## src/hw/rtl/hatc_pkg.sv

```systemverilog
// Shared constants, codes and controller/datapath interface types for the address tag checker.
package hatc_pkg;

	// Hash constants of the splitmix64 finaliser.
	localparam logic [63:0] GOLDEN_INC = 64'h9e3779b97f4a7c15;
	localparam logic [63:0] MUL_ONE    = 64'hbf58476d1ce4e5b9;
	localparam logic [63:0] MUL_TWO    = 64'h94d049bb133111eb;
	localparam logic [63:0] SEED_RESET = 64'h5da9f0e3c17b2846;

	// Shift amounts of the xor-shift folds.
	localparam int unsigned SHIFT_LOAD = 30;
	localparam int unsigned SHIFT_ONE  = 27;
	localparam int unsigned SHIFT_TWO  = 31;

	// Counter limits.
	localparam logic [12:0] REPORT_CAP   = 13'd4096;
	localparam logic [26:0] MISMATCH_CAP = 27'd67108864;

	// Operation codes.
	localparam logic [1:0] FUNC_GENERATE = 2'd0;
	localparam logic [1:0] FUNC_CHECK    = 2'd1;
	localparam logic [1:0] FUNC_CLEAR    = 2'd2;

	// Register indexes, taken from address bit 3.
	localparam logic REG_SEED  = 1'b0;
	localparam logic REG_LIMIT = 1'b1;

	// Which 32x32 partial product of a 64-bit multiply is formed.
	typedef enum logic [1:0] {
		PART_LL,
		PART_LH,
		PART_HL
	} hatc_part_t;

	// Which of the two multiply-and-fold rounds is running.
	typedef enum logic {
		ROUND_ONE,
		ROUND_TWO
	} hatc_round_t;

	// Commands from the controller to the datapath.
	typedef struct packed {
		logic        load;
		logic        mul_en;
		hatc_part_t  part;
		hatc_round_t round;
		logic        acc_en;
		logic        mix_en;
		logic        finish;
	} hatc_cmd_t;

	// Status from the datapath to the controller.
	typedef struct packed {
		logic out_blocked;
	} hatc_status_t;

endpackage

```

## src/hw/rtl/hatc_datapath.sv

```systemverilog
// Datapath: tag hash with a shared 32x32 multiplier, compare, counters and result register.
module hatc_datapath #(
	parameter int unsigned ADDR_BITS  = 32,
	parameter int unsigned LINE_SHIFT = 6
) (
	input  logic                   clk,
	input  logic                   arst_n,
	input  hatc_pkg::hatc_cmd_t    cmd,
	output hatc_pkg::hatc_status_t status,
	input  logic [63:0]            seed,
	input  logic [12:0]            report_limit,
	input  logic [1:0]             func,
	input  logic [31:0]            offset,
	input  logic [63:0]            observed,
	output logic                   out_valid,
	input  logic                   out_ready,
	output logic [63:0]            expected_tag,
	output logic                   mismatch,
	output logic                   report,
	output logic [26:0]            mismatch_count,
	output logic [12:0]            reported_count
);
	import hatc_pkg::*;

	localparam logic [63:0] ADDR_MASK = (64'd1 << ADDR_BITS) - 64'd1;
	localparam logic [63:0] LINE_MASK = ~((64'd1 << LINE_SHIFT) - 64'd1);

	logic [1:0]  func_q;
	logic [63:0] observed_q;
	logic [63:0] x_q;
	logic [63:0] acc_q;
	logic [63:0] prod_q;
	hatc_part_t  prod_part_q;
	logic [26:0] mismatch_total_q;
	logic [12:0] report_total_q;
	logic        out_valid_q;
	logic [63:0] expected_tag_q;
	logic        mismatch_q;
	logic        report_q;

	logic [63:0] line;
	logic [63:0] seeded;
	logic [63:0] const_sel;
	logic [31:0] mul_a;
	logic [31:0] mul_b;
	logic [63:0] prod_d;
	logic [63:0] acc_next;
	logic [63:0] mix_val;
	logic [12:0] limit_eff;
	logic        miss;
	logic        rep;

	// Line base offset mixed with the seed and the golden increment.
	assign line   = {32'd0, offset} & ADDR_MASK & LINE_MASK;
	assign seeded = (line ^ seed) + GOLDEN_INC;

	// Operand selection for the shared multiplier.
	assign const_sel = (cmd.round == ROUND_ONE) ? MUL_ONE : MUL_TWO;
	always_comb begin
		case (cmd.part)
			PART_LL: begin
				mul_a = x_q[31:0];
				mul_b = const_sel[31:0];
			end
			PART_LH: begin
				mul_a = x_q[31:0];
				mul_b = const_sel[63:32];
			end
			PART_HL: begin
				mul_a = x_q[63:32];
				mul_b = const_sel[31:0];
			end
			default: begin
				mul_a = x_q[31:0];
				mul_b = const_sel[31:0];
			end
		endcase
	end
	assign prod_d = {32'd0, mul_a} * {32'd0, mul_b};

	// Accumulate the registered partial product; cross terms land in the upper word.
	always_comb begin
		case (prod_part_q)
			PART_LL: begin
				acc_next = prod_q;
			end
			PART_LH, PART_HL: begin
				acc_next = {acc_q[63:32] + prod_q[31:0], acc_q[31:0]};
			end
			default: begin
				acc_next = prod_q;
			end
		endcase
	end
	assign mix_val = (cmd.round == ROUND_ONE) ? (acc_next ^ (acc_next >> SHIFT_ONE))
	                                          : (acc_next ^ (acc_next >> SHIFT_TWO));

	// Check and report decision for the finished tag.
	assign limit_eff = (report_limit > REPORT_CAP) ? REPORT_CAP : report_limit;
	assign miss      = (func_q == FUNC_CHECK) && (observed_q != x_q);
	assign rep       = miss && (report_total_q < limit_eff);

	// Hash working registers.
	always_ff @(posedge clk) begin
		if (cmd.load) begin
			func_q     <= func;
			observed_q <= observed;
			x_q        <= seeded ^ (seeded >> SHIFT_LOAD);
		end else if (cmd.mix_en) begin
			x_q <= mix_val;
		end
		if (cmd.mul_en) begin
			prod_q      <= prod_d;
			prod_part_q <= cmd.part;
		end
		if (cmd.acc_en) begin
			acc_q <= acc_next;
		end
	end

	// Mismatch and report counters.
	always_ff @(posedge clk or negedge arst_n) begin
		if (!arst_n) begin
			mismatch_total_q <= '0;
			report_total_q   <= '0;
		end else if (cmd.finish) begin
			case (func_q)
				FUNC_CHECK: begin
					if (miss && (mismatch_total_q < MISMATCH_CAP)) begin
						mismatch_total_q <= mismatch_total_q + 27'd1;
					end
					if (rep) begin
						report_total_q <= report_total_q + 13'd1;
					end
				end
				FUNC_CLEAR: begin
					mismatch_total_q <= '0;
					report_total_q   <= '0;
				end
				default: begin
					report_total_q <= report_total_q;
				end
			endcase
		end
	end

	// Result register; it holds a finished transaction until the consumer takes it.
	always_ff @(posedge clk or negedge arst_n) begin
		if (!arst_n) begin
			out_valid_q <= 1'b0;
		end else if (cmd.finish) begin
			out_valid_q <= 1'b1;
		end else if (out_ready) begin
			out_valid_q <= 1'b0;
		end
	end

	always_ff @(posedge clk) begin
		if (cmd.finish) begin
			expected_tag_q <= x_q;
			mismatch_q     <= miss;
			report_q       <= rep;
		end
	end

	assign status.out_blocked = out_valid_q && !out_ready;
	assign out_valid          = out_valid_q;
	assign expected_tag       = expected_tag_q;
	assign mismatch           = mismatch_q;
	assign report             = report_q;
	assign mismatch_count     = mismatch_total_q;
	assign reported_count     = report_total_q;

	// The mismatch counter never passes its saturation value.
	assert property (@(posedge clk) disable iff (!arst_n)
		mismatch_total_q <= MISMATCH_CAP)
		else $error("mismatch counter above saturation value");

	// Every reported mismatch was also counted.
	assert property (@(posedge clk) disable iff (!arst_n)
		report_total_q <= mismatch_total_q)
		else $error("report counter ahead of mismatch counter");

	// A reported result must be a mismatch.
	assert property (@(posedge clk) disable iff (!arst_n)
		(out_valid_q && report_q) |-> mismatch_q)
		else $error("report flagged without mismatch");

	// A result is only written when the result register is free.
	assert property (@(posedge clk) disable iff (!arst_n)
		cmd.finish |-> !(out_valid_q && !out_ready))
		else $error("result overwritten while still pending");

	// A written result is presented on the next cycle.
	assert property (@(posedge clk) disable iff (!arst_n)
		cmd.finish |=> out_valid_q)
		else $error("finished transaction not presented");

endmodule

```

## config.mk

```make
export PLATFORM = sky130hd
export DESIGN_NAME = hatc_datapath
export DESIGN_NICKNAME = d
export VERILOG_FILES = /design/src/hw/rtl/hatc_pkg.sv /design/src/hw/rtl/hatc_datapath.sv
export SDC_FILE = /design/constraint.sdc
export NUM_CORES = 2
export LEC_CHECK = 0
export BUFFER_PORTS_ARGS = -buffer_cell sky130_fd_sc_hd__buf_4
export CORE_MARGIN = 3
export CORE_UTILIZATION = 35
export DETAILED_ROUTE_END_ITERATION = 10
export PLACE_DENSITY_LB_ADDON = 0.05
export SYNTH_ARGS = -nofsm -noshare
export SYNTH_HDL_FRONTEND = slang
export SYNTH_SLANG_ARGS = --single-unit
```

## constraint.sdc

```tcl
create_clock -name clk -period 9.25 [get_ports clk]
set_clock_uncertainty 0.05 [all_clocks]
set_input_delay 1.85 -clock clk [delete_from_list [all_inputs] [get_ports clk]]
set_output_delay 1.85 -clock clk [all_outputs]
set_load 0.02 [all_outputs]
```

==> results.txt <==
----------------------------------------------------
[Outcome]
  Status ... finished with violations
  Failing checks ... setup timing

[Route]
  Total DRC errors in the routed layout ... 0
  Count of TritonRoute iterations in the first routing pass ... 6
  Starting DRC count in detailed routing ... 2920
  Wire length after detailed routing ... 199000 microns
  Per-cell via count in the routed design ... 4.919
  Total number of vias ... 38650
  Antenna-violating nets left ... 0
  Wire length per cell after detailed routing ... between 20 and 30 microns

[Synthesis]
  Proportion of synthesized chip area in sequential cells ... 0.2215
  Fraction of registers with async set/reset ... 0.1117
  Number of flops mapped to enable cells by yosys ... 326
  Mapped Area ... 48840 sq um
  Flip-flop and latch count after synthesis ... 367
  Warning count from the yosys run ... 0
  Gate count after technology mapping ... 4927
  Post-synthesis net count ... 6312
  Number of distinct library cells after synthesis ... 79
  Synthesized area per cell ... between 9 and 10 sq um
  Predominant post-synthesis flop cell ... sky130_fd_sc_hd__edfxtp_1

[Floorplanning]
  Total core area ... 138000 sq um
  Effective utilization at floorplan ... 0.3539
  Count of standard-cell rows ... 136
  Horiz. Die Dim ... approximately 380 microns
  Ports ... roughly 290
  Die ar. ... 144000 sq um
  Die height ... 379.5 microns

[Min path]
  Number of cells on the worst hold path ... 2
  Hold Path Sink ... mismatch_count[1]
  Worst min-delay path startpoint ... mismatch_count[1]
  Path type of the worst min-delay path ... register to register

[Final layout]
  Area growth syn-to-layout ... 28.13%
  Number of nets in the final layout ... 7348
  Non-filler instance count after layout ... 7858
  Final design instance area without fill ... 62580 sq um
  Fraction of final layout cells with drive strength greater than 1 ... 0.2660
  Fillers ... 13590

[Placed design]
  Final estimated routing congestion in global placement ... around 0.95
  Cell area reported after detailed placement ... 59490 sq um
  DPL Wire Length ... 173400 microns
  Placed Cells ... 7731
  Number of buffers added on ports ... 287

[Timing]
  Final hold viol count ... 0
  Post-route setup slack ... -0.1631 ns
  RSZ-0062 raised after global routing ... yes
  Upper clock frequency limit ... around 0.11 GHz
  Part of the cycle the worst path needs ... 1.018
  Worst-Margin Slew ... approximately 1.3 ns
  Final critical-path required period ... 9.413 ns
  Max-slew violation count ... 0
  Final setup violation count ... 9
  Relative max-transition margin ... 0.1240

[Setup path]
  Worst-case reg-to-reg path depth ... 28
  Worst-path fanout max ... 8
  Classification of the worst setup path ... input port to register
  CP Launch Type ... input port
  CP Data Arrival Time ... about 9.7 ns
  Data required time of the worst path ... about 9.5 ns
  Worst setup startpoint ... cmd[5]
  Startpoint of the lowest-slack register-to-register path ... x_q[54]
  Slowest cell on the critical path ... sky130_fd_sc_hd__fa_1
  Crit. End Element ... register
  CP dominant cell by count ... sky130_fd_sc_hd__fa_1
  Minimum setup slack among reg-to-reg paths ... 0.79 ns
  Worst reg2reg endpoint ... prod_q[62]
  CP peak stage delay ... roughly 0.55 ns

[Global routing]
  Maximum number of pins on one net before global-route repair ... 77
  Wire length of the first global-routing pass ... roughly 280000 microns
  Global-route usage over all layers ... 0.2739
  Met2 Usage GRT ... 0.4422
  Most used routing layer in global routing ... met2
  GRT met1 Usage ... 0.3740
  Initial antenna violation count ... 11
  Number of global-route vias before repair ... 40420
  Total grt overflow ... 0
  Met3 usage in global routing ... 0.05088

[Clock tree]
  Number of buffers added by the clock tree synthesis step ... 37
  Clock net sink count ... 367
  Root buf cell ... sky130_fd_sc_hd__clkbuf_16
  Clock latency on the worst-skew pair ... 0.59 ns
  CTS Hold Bufs ... 0
  CTS tree ... yes
  CTS H-tree depth ... 2
  Maximum clock path buffer count ... 3
  Clock-pin slew of the registers on the worst-case setup and hold paths ... 0.07 ns

[Job]
  Max-capacitance violation count ... 0

----------------------------------------------------
registers in the layout, summed over array words and instances, names as in the netlist:
signal,count
acc_q,64
expected_tag,64
func_q,2
mismatch,1
mismatch_count,27
observed_q,64
out_valid,1
prod_part_q,2
prod_q,64
report,1
reported_count,13
x_q,64
metal layers:
| layer | vias up | part of all wire |
|---|---|---|
| met1 | 19630 | 0.43 |
| li1 | 17680 | - |
| met4 | 0 | 0.037 |
| met3 | 220 | 0.065 |
| met5 | - | 0 |
| met2 | 1119 | 0.47 |
worst max path at each step:
stage	end	slack (ns)	cells after the start
global route	prod_q[61]	-0.32	33
global placement	prod_q[61]	-1.21	32
finish	prod_q[61]	-0.16	31
detailed placement	prod_q[61]	-1.22	32
floorplan	prod_q[62]	-0.05	29
CTS	prod_q[61]	-0.14	33
Yosys cell counts, drive strengths merged, types with 4 or more instances:
| master | number | area share |
|---|---|---|
| a2111oi | 5 | 0.00090 |
| a211o | 4 | 0.00072 |
| a211oi | 19 | 0.0029 |
| a21boi | 12 | 0.0019 |
| a21o | 61 | 0.0094 |
| a21oi | 171 | 0.018 |
| a221oi | 6 | 0.0012 |
| a31oi | 19 | 0.0024 |
| a41oi | 4 | 0.00072 |
| and2 | 33 | 0.0042 |
| and3 | 25 | 0.0032 |
| and4 | 6 | 0.0011 |
| buf | 26 | 0.0020 |
| clkbuf | 120 | 0.0092 |
| dfrtp | 41 | 0.021 |
| edfxtp | 326 | 0.20 |
| fa | 802 | 0.33 |
| ha | 397 | 0.10 |
| inv | 1099 | 0.084 |
| mux2 | 31 | 0.0071 |
| mux2i | 54 | 0.011 |
| nand2 | 432 | 0.033 |
| nand2b | 20 | 0.0026 |
| nand3 | 59 | 0.0060 |
| nand4 | 35 | 0.0045 |
| nor2 | 363 | 0.028 |
| nor2b | 22 | 0.0028 |
| nor3 | 68 | 0.0070 |
| nor3b | 7 | 0.0011 |
| nor4 | 38 | 0.0050 |
| o2111ai | 7 | 0.0013 |
| o211ai | 15 | 0.0023 |
| o21a | 8 | 0.0012 |
| o21ai | 147 | 0.015 |
| o21bai | 16 | 0.0025 |
| o221ai | 6 | 0.0011 |
| o22ai | 10 | 0.0013 |
| o31a | 4 | 0.00072 |
| o31ai | 7 | 0.0011 |
| or2 | 9 | 0.0012 |
| or3 | 18 | 0.0023 |
| or4 | 8 | 0.0012 |
| xnor2 | 176 | 0.032 |
| xor2 | 153 | 0.027 |
through the flow:
step | setup WS (ns) | hold WS (ns) | util | TNS [ns]
after detailed placement | -1.218 | 0.4801 | 0.4311 | -30.67
after floorplan | -0.05136 | 0.4152 | - | -0.1189
after global routing | -0.3228 | 0.5209 | 0.4534 | -3.161
after global placement | -1.206 | 0.4892 | 0.4311 | -31.03
final | -0.1631 | 0.4981 | 0.4534 | -0.7461
after CTS | -0.1371 | 0.4989 | 0.4477 | -0.3195
cells in the final DEF, fill, tap and decap left out, drive strengths merged, types with 54 or more instances in the layout:
cell type,instances
ha,397
fa,802
buf,1140
xor2,153
mux2i,54
edfxtp,326
nand2,432
nor3,68
nor2,363
xnor2,176
nand3,59
a21o,61
o21ai,147
inv,1098
a21oi,171
critical path: cells and delay by family:
kind	cells	cell delay [ns]
AND/OR/NAND/NOR	5	1.45
AO/OA/AOI/OAI	7	1.36
buffers and inverters	9	0.99
adder cells (fa/ha/maj)	9	3.82
multiplexers	1	0.18
layout make-up:
type | instances | area (sq um) | share of cell area
repair buffers | 1143 | 9139 | 0.1460
clock inverters | 28 | 302.8 | 0.004839
flip-flops and latches | 367 | 10820 | 0.1728
multi-input cells | 3312 | 34870 | 0.5573
diodes | 3 | 7.507 | 0.0001200
inverters | 1102 | 4169 | 0.06662
clock buffers | 40 | 937.1 | 0.01498
well taps | 1863 | 2331 | 0.03725
repair_timing:
item                                    in CTS  in global routing
cloned                                       3                  1
resized for setup                          190                160
endpoints found under the setup margin      29                 31
pin swaps                                   69                 67
setup buffers                               29                 24
logic make-up (layout without fill, tap and decap cells):
group,Yosys count,in the layout,share of synthesized area
buf+inv,1248,2313,0.09595
other cells,0,3,0
xor+xnor,330,330,0.05947
mux,86,86,0.01868
flops,367,367,0.2215
compound gates,548,548,0.06959
simple gates,1149,1149,0.1044
fa+ha+maj,1199,1199,0.4305
Power is left out: the tool's default activity adds up to more than one toggle a clock period on the data nets, which glitch-free logic cannot reach.
